--- src/rtl/core/acia_pkg.sv ---
// Shared types, codes and helpers for the ACIA serial interface unit.
`timescale 1ns / 1ps

package acia_pkg;

  // Item kinds carried on the input tuser
  typedef enum logic [2:0] {
    ACT_READ     = 3'd0,
    ACT_WRITE    = 3'd1,
    ACT_RX_BIT   = 3'd2,
    ACT_RX_TICK  = 3'd3,
    ACT_TX_HALF  = 3'd4,
    ACT_TX_SHIFT = 3'd5,
    ACT_DCD      = 3'd6,
    ACT_CTS      = 3'd7
  } action_t;

  // Receiver framing phase
  typedef enum logic [1:0] {
    PH_START  = 2'd0,
    PH_DATA   = 2'd1,
    PH_PARITY = 2'd2,
    PH_STOP   = 2'd3
  } rx_phase_t;

  // Status register bit positions
  localparam int ST_RDRF = 0;
  localparam int ST_TDRE = 1;
  localparam int ST_DCD  = 2;
  localparam int ST_CTS  = 3;
  localparam int ST_FE   = 4;
  localparam int ST_OVRN = 5;
  localparam int ST_PE   = 6;
  localparam int ST_IRQ  = 7;

  // Control register fields
  localparam int CR_WS_ODD    = 2;
  localparam int CR_WS_PARITY = 3;
  localparam int CR_WS_8BIT   = 4;
  localparam int CR_RIE       = 7;
  localparam logic [7:0] CR_TXC_MASK    = 8'h60;
  localparam logic [7:0] CR_TXC_IRQ     = 8'h20;
  localparam logic [7:0] CR_TXC_RTS_OFF = 8'h40;

  // Divider select codes in control bits [1:0]
  localparam logic [1:0] DIV_SEL_1      = 2'd0;
  localparam logic [1:0] DIV_SEL_16     = 2'd1;
  localparam logic [1:0] DIV_SEL_MRESET = 2'd3;

  // Divider values
  localparam logic [6:0] DIV_1  = 7'd1;
  localparam logic [6:0] DIV_16 = 7'd16;
  localparam logic [6:0] DIV_64 = 7'd64;

  // Error codes
  localparam logic [1:0] ERR_NONE     = 2'd0;
  localparam logic [1:0] ERR_STATE    = 2'd1;
  localparam logic [1:0] ERR_TX_CLOCK = 2'd2;

  // Index of the last shift step of a transmit frame
  localparam logic [3:0] TX_LAST_7 = 4'd8;
  localparam logic [3:0] TX_LAST_8 = 4'd9;

  localparam int IN_DATA_W  = 16;
  localparam int OUT_DATA_W = 40;

  // One result word, lowest field in the lowest bits
  typedef struct packed {
    logic [6:0] pad;
    logic       rx_frame_ready;
    logic       rx_awaiting_start;
    logic [1:0] error_code;
    logic [6:0] clock_divider;
    logic       rx_clock_fire;
    logic       tx_bit_due;
    logic       tx_bit_valid;
    logic       tx_bit;
    logic       rts;
    logic       irq;
    logic [7:0] status_view;
    logic [7:0] read_data;
  } result_t;

  typedef struct packed {
    logic [7:0] st;
    logic [7:0] seen;
  } refresh_t;

  // Recompute the IRQ bit and the software view of status
  function automatic refresh_t acia_refresh(input logic [7:0] ctrl, input logic [7:0] st,
                                            input logic dcd, input logic cts);
    refresh_t r;
    logic send;
    logic recv;
    send = ((ctrl & CR_TXC_MASK) == CR_TXC_IRQ) && st[ST_TDRE] && !st[ST_CTS];
    recv = ctrl[CR_RIE] && (st[ST_RDRF] || st[ST_DCD] || st[ST_OVRN]);
    r.st = st;
    r.st[ST_IRQ] = send || recv;
    r.seen = r.st;
    if (r.st[ST_CTS]) r.seen[ST_TDRE] = 1'b0;
    if (dcd && !cts) r.seen[ST_DCD] = 1'b1;
    return r;
  endfunction

endpackage

--- src/rtl/core/acia_serial_interface_unit.sv ---
// Top level of the ACIA serial interface unit: register file, receiver, transmitter.
`timescale 1ns / 1ps

// ACIA serial interface unit. Each input word is one event (bus read or write,
// received bit, receive clock tick, transmit half tick, transmit shift step, DCD
// or CTS change) and yields exactly one result word in the cycle after it is
// accepted. All state updates for a word are shallow logic feeding one result
// register, so a word is accepted in every cycle in which the result register is
// empty or being taken: sustained rate one word per cycle. After reset the
// status reads transmit empty and the receiver waits for a start bit.
module acia_serial_interface_unit
  import acia_pkg::*;
(
  input  logic                  clk,
  input  logic                  rst,
  input  logic                  cfg_we,
  input  logic                  cfg_wdata,   // immediate_tx_consume
  input  logic                  s_tvalid,
  output logic                  s_tready,
  input  logic [IN_DATA_W-1:0]  s_tdata,     // reg_select, write_data[7:0], line_level, zeros
  input  logic [2:0]            s_tuser,     // action
  output logic                  m_tvalid,
  input  logic                  m_tready,
  output logic [OUT_DATA_W-1:0] m_tdata      // read_data, status_view, irq, rts, tx_bit,
                                             // tx_bit_valid, tx_bit_due, rx_clock_fire,
                                             // clock_divider[6:0], error_code[1:0],
                                             // rx_awaiting_start, rx_frame_ready, zeros
);

  // State registers
  logic       immediate_tx_consume;
  logic [7:0] control_value, status_value, status_seen;
  logic [7:0] rx_data_byte, tx_data_byte, rx_shift_byte, tx_shift_byte;
  logic       tx_data_full, parity_running, rx_parity_bad, rx_framing_bad;
  logic       overrun_pending, tx_shift_full, empty_flag_pending, cts_line, dcd_line;
  logic [3:0] rx_bit_count, tx_shift_count;
  logic [6:0] rx_tick_count;
  logic [7:0] tx_tick_count;
  rx_phase_t  rx_phase;

  logic [7:0] control_value_next, status_value_next, status_seen_next;
  logic [7:0] rx_data_byte_next, tx_data_byte_next, rx_shift_byte_next, tx_shift_byte_next;
  logic       tx_data_full_next, parity_running_next, rx_parity_bad_next;
  logic       rx_framing_bad_next, overrun_pending_next, tx_shift_full_next;
  logic       empty_flag_pending_next, cts_line_next, dcd_line_next;
  logic [3:0] rx_bit_count_next, tx_shift_count_next;
  logic [6:0] rx_tick_count_next;
  logic [7:0] tx_tick_count_next;
  rx_phase_t  rx_phase_next;

  result_t    result, result_next;
  logic       s_accept;
  action_t    action;
  logic       reg_select, line_level, master_reset;
  logic [7:0] write_data;
  logic [3:0] rx_count_inc;

  assign s_tready   = !m_tvalid || m_tready;
  assign s_accept   = s_tvalid && s_tready;
  assign action     = action_t'(s_tuser);
  assign reg_select = s_tdata[0];
  assign write_data = s_tdata[8:1];
  assign line_level = s_tdata[9];
  assign master_reset = (action == ACT_WRITE) && !reg_select &&
                        (write_data[1:0] == DIV_SEL_MRESET);
  assign rx_count_inc = rx_bit_count + 4'd1;

  // Receive framing phase
  always_comb begin
    rx_phase_next = rx_phase;
    if (action == ACT_RX_BIT) begin
      unique case (rx_phase)
        PH_START: begin
          if (!line_level) rx_phase_next = PH_DATA;
        end
        PH_DATA: begin
          if (control_value[CR_WS_8BIT]) begin
            if (rx_count_inc == 4'd8)
              rx_phase_next = control_value[CR_WS_PARITY] ? PH_PARITY : PH_STOP;
          end else if (rx_count_inc == 4'd7) begin
            rx_phase_next = PH_PARITY;
          end
        end
        PH_PARITY: rx_phase_next = PH_STOP;
        PH_STOP:   rx_phase_next = PH_START;
      endcase
    end
    if (master_reset) rx_phase_next = PH_START;
  end

  // Register, transmitter and receiver datapath for one word
  always_comb begin
    refresh_t   rf;
    logic [6:0] div;
    logic [7:0] two;
    logic [7:0] cnt;
    logic       half;
    logic [3:0] last;
    logic       kept_cts;

    control_value_next      = control_value;
    status_value_next       = status_value;
    status_seen_next        = status_seen;
    rx_data_byte_next       = rx_data_byte;
    tx_data_byte_next       = tx_data_byte;
    rx_shift_byte_next      = rx_shift_byte;
    tx_shift_byte_next      = tx_shift_byte;
    tx_data_full_next       = tx_data_full;
    parity_running_next     = parity_running;
    rx_parity_bad_next      = rx_parity_bad;
    rx_framing_bad_next     = rx_framing_bad;
    overrun_pending_next    = overrun_pending;
    tx_shift_full_next      = tx_shift_full;
    empty_flag_pending_next = empty_flag_pending;
    cts_line_next           = cts_line;
    dcd_line_next           = dcd_line;
    rx_bit_count_next       = rx_bit_count;
    tx_shift_count_next     = tx_shift_count;
    rx_tick_count_next      = rx_tick_count;
    tx_tick_count_next      = tx_tick_count;

    result_next      = '0;
    rf               = '0;
    half             = 1'b0;
    kept_cts         = status_value[ST_CTS];
    last             = control_value[CR_WS_8BIT] ? TX_LAST_8 : TX_LAST_7;
    cnt              = tx_tick_count;
    unique case (control_value[1:0])
      DIV_SEL_1:  div = DIV_1;
      DIV_SEL_16: div = DIV_16;
      default:    div = DIV_64;
    endcase
    two = {div, 1'b0};

    unique case (action)
      ACT_READ: begin
        if (!reg_select) begin
          result_next.read_data = status_seen;
        end else begin
          status_value_next[ST_DCD]  = 1'b0;
          status_value_next[ST_OVRN] = 1'b0;
          if (overrun_pending) begin
            overrun_pending_next       = 1'b0;
            status_value_next[ST_OVRN] = 1'b1;
          end else begin
            status_value_next[ST_RDRF] = 1'b0;
          end
          rf = acia_refresh(control_value_next, status_value_next, dcd_line, cts_line);
          status_value_next     = rf.st;
          status_seen_next      = rf.seen;
          result_next.read_data = rx_data_byte;
        end
      end
      ACT_WRITE: begin
        if (!reg_select) begin
          if (master_reset) begin
            // Clear all but the tx tick count, empty flag, CTS state and (CTS high) DCD line
            rx_data_byte_next   = '0;
            tx_data_byte_next   = '0;
            rx_shift_byte_next  = '0;
            rx_bit_count_next   = '0;
            parity_running_next = 1'b0;
            rx_tick_count_next  = '0;
            rx_parity_bad_next  = 1'b0;
            rx_framing_bad_next = 1'b0;
            overrun_pending_next = 1'b0;
            control_value_next  = '0;
            status_value_next   = '0;
            status_value_next[ST_TDRE] = 1'b1;
            status_value_next[ST_CTS]  = kept_cts;
            cts_line_next       = kept_cts;
            if (!kept_cts) dcd_line_next = 1'b0;
            tx_shift_count_next = '0;
            tx_shift_full_next  = 1'b0;
            tx_shift_byte_next  = '0;
            tx_data_full_next   = 1'b0;
          end else begin
            control_value_next = write_data;
          end
        end else begin
          tx_data_byte_next          = write_data;
          tx_data_full_next          = 1'b1;
          status_value_next[ST_TDRE] = 1'b0;
          if (immediate_tx_consume) begin
            tx_data_full_next          = 1'b0;
            tx_shift_full_next         = 1'b0;
            tx_shift_count_next        = '0;
            status_value_next[ST_TDRE] = 1'b1;
          end
        end
        rf = acia_refresh(control_value_next, status_value_next, dcd_line_next,
                          cts_line_next);
        status_value_next = rf.st;
        status_seen_next  = rf.seen;
      end
      ACT_RX_BIT: begin
        case (rx_phase)
          PH_START: begin
            if (!line_level && ((rx_shift_byte != 8'd0) || (rx_bit_count != 4'd0) ||
                parity_running || rx_parity_bad || rx_framing_bad))
              result_next.error_code = ERR_STATE;
          end
          PH_DATA: begin
            if (line_level) begin
              if (rx_bit_count < 4'd8) rx_shift_byte_next[rx_bit_count[2:0]] = 1'b1;
              parity_running_next = !parity_running;
            end
            rx_bit_count_next = rx_count_inc;
          end
          PH_PARITY: begin
            parity_running_next = parity_running ^ line_level;
            if (parity_running_next != control_value[CR_WS_ODD]) rx_parity_bad_next = 1'b1;
          end
          default: begin
            // Stop bit: hand the frame to the data register
            if (!line_level) rx_framing_bad_next = 1'b1;
            status_value_next[ST_RDRF] = 1'b1;
            status_value_next[ST_FE]   = 1'b0;
            status_value_next[ST_PE]   = 1'b0;
            rx_data_byte_next = rx_shift_byte;
            if (status_value[ST_RDRF]) begin
              overrun_pending_next = 1'b1;
            end else begin
              if (rx_parity_bad) status_value_next[ST_PE] = 1'b1;
              if (rx_framing_bad_next) status_value_next[ST_FE] = 1'b1;
            end
            rx_shift_byte_next  = '0;
            rx_bit_count_next   = '0;
            parity_running_next = 1'b0;
            rx_tick_count_next  = '0;
            rx_parity_bad_next  = 1'b0;
            rx_framing_bad_next = 1'b0;
            rf = acia_refresh(control_value, status_value_next, dcd_line, cts_line);
            status_value_next = rf.st;
            status_seen_next  = rf.seen;
          end
        endcase
      end
      ACT_RX_TICK: begin
        if (control_value[1:0] == DIV_SEL_MRESET) begin
          result_next.error_code = ERR_STATE;
        end else begin
          result_next.clock_divider = div;
          if (rx_tick_count >= div) begin
            result_next.rx_clock_fire = 1'b1;
            rx_tick_count_next = 7'd1;
          end else begin
            rx_tick_count_next = rx_tick_count + 7'd1;
          end
        end
      end
      ACT_TX_HALF: begin
        result_next.clock_divider = div;
        // Fold an out-of-range count back into one bit time
        if (cnt > two) begin
          cnt = cnt & (two - 8'd1);
          if (cnt == 8'd0) cnt = two;
        end
        if (cnt == two) begin
          result_next.tx_bit_due = 1'b1;
          half = 1'b1;
          cnt  = '0;
        end else if (cnt == {1'b0, div}) begin
          half = 1'b1;
        end
        if (half && empty_flag_pending) begin
          empty_flag_pending_next    = 1'b0;
          status_value_next[ST_TDRE] = 1'b1;
          rf = acia_refresh(control_value, status_value_next, dcd_line, cts_line);
          status_value_next = rf.st;
          status_seen_next  = rf.seen;
        end
        tx_tick_count_next = cnt + 8'd1;
        if (!result_next.tx_bit_due) result_next.error_code = ERR_TX_CLOCK;
      end
      ACT_TX_SHIFT: begin
        if (tx_shift_full) begin
          if (tx_shift_count > 4'd0) tx_shift_byte_next = {1'b0, tx_shift_byte[7:1]};
          if (tx_shift_count < last) begin
            tx_shift_count_next = tx_shift_count + 4'd1;
          end else if (tx_shift_count == last) begin
            tx_shift_full_next  = 1'b0;
            tx_shift_count_next = '0;
          end else begin
            result_next.error_code = ERR_STATE;
          end
          if (result_next.error_code == ERR_NONE) begin
            result_next.tx_bit       = tx_shift_byte_next[0];
            result_next.tx_bit_valid = 1'b1;
          end
        end
        // Reload the shift register from the data register
        if ((result_next.error_code == ERR_NONE) && !tx_shift_full_next && tx_data_full) begin
          tx_shift_byte_next      = tx_data_byte;
          tx_shift_full_next      = 1'b1;
          tx_shift_count_next     = '0;
          tx_data_full_next       = 1'b0;
          empty_flag_pending_next = 1'b1;
          rf = acia_refresh(control_value, status_value, dcd_line, cts_line);
          status_value_next = rf.st;
          status_seen_next  = rf.seen;
        end
      end
      ACT_DCD: begin
        if (line_level && !dcd_line) begin
          status_value_next[ST_DCD] = 1'b1;
          rf = acia_refresh(control_value, status_value_next, dcd_line, cts_line);
          status_value_next = rf.st;
          status_seen_next  = rf.seen;
        end
        dcd_line_next = line_level;
      end
      ACT_CTS: begin
        status_value_next[ST_CTS] = line_level;
        cts_line_next = line_level;
        if (!line_level) dcd_line_next = 1'b0;
        rf = acia_refresh(control_value, status_value_next, dcd_line_next, cts_line_next);
        status_value_next = rf.st;
        status_seen_next  = rf.seen;
      end
    endcase

    result_next.status_view = status_seen_next;
    result_next.irq         = status_value_next[ST_IRQ];
    result_next.rts         = !(((control_value_next & CR_TXC_MASK) == CR_TXC_RTS_OFF) ||
                                status_value_next[ST_RDRF]);
    result_next.rx_awaiting_start = (rx_phase_next == PH_START);
    result_next.rx_frame_ready    = (rx_phase_next == PH_STOP);
  end

  // Hold the configuration bit
  always_ff @(posedge clk) begin
    if (rst) immediate_tx_consume <= 1'b0;
    else if (cfg_we) immediate_tx_consume <= cfg_wdata;
  end

  // Advance the block state on each accepted word
  always_ff @(posedge clk) begin
    if (rst) begin
      control_value      <= '0;
      status_value       <= 8'h02;
      status_seen        <= 8'h02;
      rx_data_byte       <= '0;
      tx_data_byte       <= '0;
      rx_shift_byte      <= '0;
      tx_shift_byte      <= '0;
      tx_data_full       <= 1'b0;
      parity_running     <= 1'b0;
      rx_parity_bad      <= 1'b0;
      rx_framing_bad     <= 1'b0;
      overrun_pending    <= 1'b0;
      tx_shift_full      <= 1'b0;
      empty_flag_pending <= 1'b0;
      cts_line           <= 1'b0;
      dcd_line           <= 1'b0;
      rx_bit_count       <= '0;
      tx_shift_count     <= '0;
      rx_tick_count      <= '0;
      tx_tick_count      <= '0;
      rx_phase           <= PH_START;
    end else if (s_accept) begin
      control_value      <= control_value_next;
      status_value       <= status_value_next;
      status_seen        <= status_seen_next;
      rx_data_byte       <= rx_data_byte_next;
      tx_data_byte       <= tx_data_byte_next;
      rx_shift_byte      <= rx_shift_byte_next;
      tx_shift_byte      <= tx_shift_byte_next;
      tx_data_full       <= tx_data_full_next;
      parity_running     <= parity_running_next;
      rx_parity_bad      <= rx_parity_bad_next;
      rx_framing_bad     <= rx_framing_bad_next;
      overrun_pending    <= overrun_pending_next;
      tx_shift_full      <= tx_shift_full_next;
      empty_flag_pending <= empty_flag_pending_next;
      cts_line           <= cts_line_next;
      dcd_line           <= dcd_line_next;
      rx_bit_count       <= rx_bit_count_next;
      tx_shift_count     <= tx_shift_count_next;
      rx_tick_count      <= rx_tick_count_next;
      tx_tick_count      <= tx_tick_count_next;
      rx_phase           <= rx_phase_next;
    end
  end

  // Result register
  always_ff @(posedge clk) begin
    if (rst) begin
      m_tvalid <= 1'b0;
    end else if (s_accept) begin
      m_tvalid <= 1'b1;
    end else if (m_tready) begin
      m_tvalid <= 1'b0;
    end
  end

  always_ff @(posedge clk) begin
    if (s_accept) result <= result_next;
  end

  assign m_tdata = result;

`ifndef SYNTHESIS
  // Master reset leaves control cleared and the receiver idle
  a_mreset: assert property (@(posedge clk) disable iff (rst)
    s_accept && master_reset |=> (control_value == 8'd0) && (rx_phase == PH_START))
    else $error("master reset did not clear control or receiver");

  // Stored control never holds the master reset code
  a_ctrl_code: assert property (@(posedge clk) disable iff (rst)
    control_value[1:0] != DIV_SEL_MRESET)
    else $error("control holds master reset code");

  // The transmit tick count stays within one bit time at the slowest divider
  a_tx_tick: assert property (@(posedge clk) disable iff (rst)
    tx_tick_count <= 8'd128)
    else $error("tx tick count out of range");

  // A produced transmit bit never comes with an error
  a_txv_err: assert property (@(posedge clk) disable iff (rst)
    m_tvalid && result.tx_bit_valid |-> result.error_code == ERR_NONE)
    else $error("transmit bit reported with error");
`endif

endmodule
--- config.mk ---
export PLATFORM = sky130hd
export DESIGN_NAME = acia_serial_interface_unit
export DESIGN_NICKNAME = d
export VERILOG_FILES = /design/src/rtl/core/acia_pkg.sv /design/src/rtl/core/acia_serial_interface_unit.sv
export SDC_FILE = /design/constraint.sdc
export NUM_CORES = 1
export LEC_CHECK = 0
export ABC_AREA = 0
export BUFFER_PORTS_ARGS = -buffer_cell sky130_fd_sc_hd__buf_2
export CELL_PAD_IN_SITES_DETAIL_PLACEMENT = 1
export CELL_PAD_IN_SITES_GLOBAL_PLACEMENT = 1
export CORE_MARGIN = 3
export CORE_UTILIZATION = 46
export CTS_BUF_LIST = sky130_fd_sc_hd__clkbuf_8
export DETAILED_ROUTE_END_ITERATION = 10
export PLACE_DENSITY_LB_ADDON = 0.1
export SLEW_MARGIN = 5
export SYNTH_ARGS = -nofsm -noshare
export SYNTH_HDL_FRONTEND = slang
export SYNTH_SLANG_ARGS = --single-unit
--- constraint.sdc ---
create_clock -name clk -period 4.3 [get_ports clk]
set_input_delay 1.29 -clock clk [delete_from_list [all_inputs] [get_ports clk]]
set_output_delay 1.29 -clock clk [all_outputs]
set_load 0.01 [all_outputs]
Word-level counts from Yosys, hierarchy flattened. Cells that the tools add are included.

Bits in registers: 125. Bits of input ports: 25. Output and inout bits: 42. Word-level logic and storage cells: 363.

Add/subtract/negate cells: 5. Order comparisons: 7. Eq/ne operators: 43. Muxes and demuxes: 155. Bitwise logic cells: 10. Reduce and logical (&&, ||, !) cells: 100.

Operators with widths (number): $mux 8 (29); $pmux 8 s7 (2); $mux 1 (71); $pmux 8 s2 (4); $mux 7 (7); $mux 4 (8); $reduce_and 8->1 (4); $reduce_and 6->1 (5); $pmux 7 s2 (2); $mux 2 (12); $ne 2x2->1 const B (12); $pmux 4 s2 (3); $logic_and 1x1->1 (21); $ne 3x3->1 const B (7); $pmux 7 s3 (1); $reduce_and 7->1 (3); $logic_or 1x1->1 (17); $pmux 1 s2 (8); $pmux 2 s4 (2); $reduce_bool 2->1 (8); $reduce_and 5->1 (3); $eq 2x2->1 const B (6); $eq 3x3->1 const B (4); $reduce_and 4->1 (3); other kinds (39) (78).

Logic depth before layout (Yosys ltp).
Word-level depth: 17. Gate-level depth with buffers: 12. Depth with buffers taken out: 11.

Worst setup path before layout. No wires, ideal clock.

Path type: reg-to-reg. Start point: register control_value[1]. End point: register result (netlist bit m_tdata[9]), data pin. Library setup time: 0.263 ns. Arrival: 3.271 ns. Setup slack: 0.765 ns. Stages on the path, launching flop included: 13. Path buffers: 1. Clock period less this slack: 3.535 ns. Cells stage by stage: dfxtp_1 clkbuf_1 nand2b_1 ha_1 a211oi_2 o221a_4 nor4_2 a32o_1 nor4b_4 o21ai_2 and2_4 or4b_1 o2bb2ai_1.

RTL lines: from (decl) (line acia_serial_interface_unit.sv:32) `logic [7:0] control_value, status_value, status_seen;`; from (signal assigned) (line acia_serial_interface_unit.sv:362) `control_value <= control_value_next;`; to (signal assigned) (line acia_serial_interface_unit.sv:398) `if (s_accept) result <= result_next;`; to (decl) (line acia_serial_interface_unit.sv:51) `result_t result, result_next;`.

==> flow_summary_export.csv <==
group,metric,value,unit
floorplan,die_y,127.9,um
synth,synth_top_family_by_area,"compound AO/OA/AOI/OAI gates",
clock_tree,cts_resized,0,
sta,slew_headroom,47.03,%
sta,rsz0062_at_grt,"false",
power_and_ir_drop,p_per_area,335.2,nW/um^2
worst_setup_path,crit_slowest_cell,"dfxtp_1",
sta,fin_crit,3.902,ns
power_and_ir_drop,power.leakage,2.941,nW
finish,postLayoutCoreUtil,54.30,%
grt,antenna_found_initial,1,
floorplan,core,14200,sq um
worst_setup_path,path_max_fanout,8,
worst_setup_path,cp-start-kind,"flop",
finish,layout.nets,925,
sta,worstMarginPinSlew,0.7842,ns
route,antenna_left,0,
floorplan,std_cell_rows,43,
outcome,status,"complete, no violations",
route,routed_wl,22150,um
power_and_ir_drop,ir_worst_vdd,0.0002038,V
grt,gr-total-overflow,0,
synth,ys_warn_count,0,
sta,fmax,0.2563,GHz
finish,drive_gt1_share,14.01,%
synth,synth_xor_area_share,1.795,%
grt,grt_usage,27.66,%
synth,syn-cell-area,6830,sq um
clock_tree,numCtsBuffers,17,
route,wire_per_inst,20.66,um
clock_tree,cts.htree.levels,4,
worst_setup_path,path_buf_inv,0,
sta,fin_crit_sh,90.75,%
clock_tree,cts_setup_buffers,0,
worst_hold_path,hold_path_class,"reg2reg",
synth,synth-seq-area-share,39.42,%
synth,synthFlopType,"dfxtp_1",
synth,synth_adder_area_share,3.847,%
worst_setup_path,rrSetupSlack,0.40,ns
synth,synthSimpleGateAreaFrac,23.32,%
worst_setup_path,crit_cells,11,
clock_tree,cts_hold_buf,0,
worst_setup_path,cp_data_required_time,4.48,ns
worst_setup_path,critPathLaunch,"control_value[1]",
synth,synth-compound-area-share,23.89,%
clock_tree,cts_buffer_depth,2,
worst_setup_path,crit_family,"simple AND/OR/NAND/NOR gates",
route,detail_route.iter0.violations,528,
sta,slew_viol_final,0,
synth,syn_inst,825,
worst_setup_path,r2r_start,"control_value[1]",
worst_setup_path,crit_path_end_kind,"flop",
sta,finalHoldViolCount,0,
grt,grt_max_degree,49,
synth,avgSynthCellArea,8.279,sq um
sta,setup_tns,0,ns
clock_tree,root_buffer,"clkbuf_8",
grt,grt_pass1_wl,35750,um
sta,setup_violations,0,
synth,synth_enable_flop_cells,29,
placed_design,port_buffers,49,
worst_setup_path,reg2reg_depth,11,
synth,synthArstFlopShare,0,%
clock_tree,clk_pin_slew,0.07,ns
worst_setup_path,crit_end,"m_tdata[9]",
synth,synth.area.mux_share,2.674,%
clock_tree,clock_latency,0.46,ns
placed_design,gp_congestion,0.9362,
worst_setup_path,crit_type,"reg2reg",
sta,fin_skew,0.01284,ns
finish,n_antenna_cell,0,
finish,area.growth.synth_to_final,12.91,%
placed_design,dp_hpwl,16070,um
route,routed_via_density,6.202,
floorplan,start_util,48.09,%
grt,grt_pass1_vias,6806,
clock_tree,cts_tree,"done",
synth,ys_ff_latch,120,
clock_tree,cts_num_sinks,120,
floorplan,io_pins,67,
job,max-cap-violations,0,
worst_setup_path,cp_slowest_stage_delay,0.49,ns
floorplan,dieArea,16350,sq um
worst_setup_path,cp.arrival,4.09,ns
route,first_pass_iters,5,
synth,ys_types,83,
floorplan,die_w,127.9,um
route,post-route-drc-count,0,
worst_setup_path,cp_cell_sequence,"nand2b_1 -> ha_1 -> a211oi_2 -> o221ai_2 -> a21oi_2 -> o22ai_2 -> nor4b_4 -> o21ai_2 -> and2_4 -> or4b_1 -> o2bb2ai_1",
route,vias,6649,
worst_setup_path,r2r_end,"m_tdata[9]",
==> metal layers <==
metal	GRT usage (%)	vias up	share of wire (%)
met2	44.42	237	46
met3	4.833	32	5.9
met5	0	-	0.032
li1	-	3094	-
met1	38.01	3284	46
met4	8.677	2	1.9
==> layout by cell type, fill, tap and decap left out, types with 8 or more instances in the layout <==
cell type  count
nor2_1       131
dfxtp_1       91
a21oi_1       71
nand2_1       70
o21ai_0       52
buf_2         49
a22oi_1       31
inv_1         29
edfxtp_1      29
buf_4         25
nor3_1        23
nand3_1       21
ha_1          21
clkbuf_8      20
mux2i_1       16
nand2b_1      14
a211oi_1      14
nor2b_1       13
conb_1        11
and3_1        10
a31oi_1        8
==> registers in the layout (all words and copies together) (netlist names), 2 cells and up <==
signal,cells
control_value,8
m_tdata,29
rx_bit_count,4
rx_data_byte,8
rx_phase,2
rx_shift_byte,8
rx_tick_count,7
status_seen,8
status_value,8
tx_data_byte,8
tx_shift_byte,8
tx_shift_count,4
tx_tick_count,8
==> layout make-up <==
| type | instances | area (sq um) |
|---|---|---|
| fillers | 1742 | 6491 |
| multi-input cells | 639 | 3834 |
| flip-flops and latches | 120 | 2693 |
| repair buffers | 75 | 452.9 |
| clock buffers | 20 | 275.3 |
| well taps | 180 | 225.2 |
| clock inverters | 12 | 135.1 |
| inverters | 26 | 97.59 |
==> how the worst min path moves through the flow <==
stage	endpoint	cells past startpoint	from	slack, ns
after floorplan	tx_shift_byte[0]	2	tx_shift_byte[0]	0.44
after global routing	tx_shift_byte[0]	2	tx_shift_byte[0]	0.51
after global placement	tx_shift_byte[7]	2	tx_shift_byte[7]	0.46
final	tx_shift_byte[0]	2	tx_shift_byte[0]	0.48
after detailed placement	tx_shift_byte[0]	2	tx_shift_byte[0]	0.46
after CTS	tx_shift_byte[0]	2	tx_shift_byte[0]	0.47
==> worst min-delay path: cells and delay by family (launching register included) <==
| kind | cells | cell delay (ns) |
|---|---|---|
| and+or+nand+nor | 1 | 0.07 |
| AOI/OAI and AO/OA | 1 | 0.05 |
| DFF | 1 | 0.31 |
==> logic make-up after synthesis <==
logic type | count (synthesis)
XOR/XNOR | 14
other | 1
buffers and inverters | 76
multiplexers | 18
AO/OA/AOI/OAI | 247
AND/OR/NAND/NOR | 328
adder cells (fa/ha/maj) | 21
flip-flops | 120
==> Yosys cell counts (all sizes together) (3+ instances only) <==
library cell  number  share of area, %
buf               21               2.0
xnor2              7              0.90
a211oi            15               1.7
mux2i             16               2.3
nand3             21               1.5
o21ai             56               4.2
a31oi              8              0.73
or3                7              0.64
nor3              23               1.7
nor4               6              0.64
a22oi             31               3.4
nor2b             13               1.2
o22ai              5              0.55
a21oi             72               5.3
a21o               3              0.33
dfxtp             91                27
nor2             132               7.3
and3              10              0.92
nor3b              4              0.51
edfxtp            29                13
nand4              5              0.46
nand2             70               3.8
o211ai             7              0.77
clkbuf            29               1.6
nand2b            14               1.3
nor4b              3              0.70
o41ai              3              0.38
nand3b             5              0.55
o311ai             3              0.38
a211o              3              0.38
o31ai              7              0.77
xor2               7              0.90
and2               5              0.51
inv               26               1.4
ha                21               3.8
==> stage by stage <==
| stage | area [sq um] | setup slack (ns) | total power [W] | std cells | hold WS (ns) |
|---|---|---|---|---|---|
| floorplan | 6868 | 0.7654 | 0.001421 | 835 | 0.4450 |
| global placement | 7302 | 0.5877 | 0.001515 | 1040 | 0.4561 |
| detailed placement | 7302 | 0.4251 | 0.001527 | 1040 | 0.4637 |
| CTS | 7712 | 0.4055 | 0.002590 | 1072 | 0.4729 |
| global route | 7712 | 0.1132 | 0.002680 | 1072 | 0.5132 |
| finish | 7712 | 0.3977 | 0.002585 | 1072 | 0.4758 |
==> power by group <==
part,switching [W],leakage [nW],internal (W)
clock network,0.000469,0.220,0.000608
registers,0.0000223,1.02,0.00119
logic,0.000201,1.70,0.0000991
(Power assumes the default switching activity.)
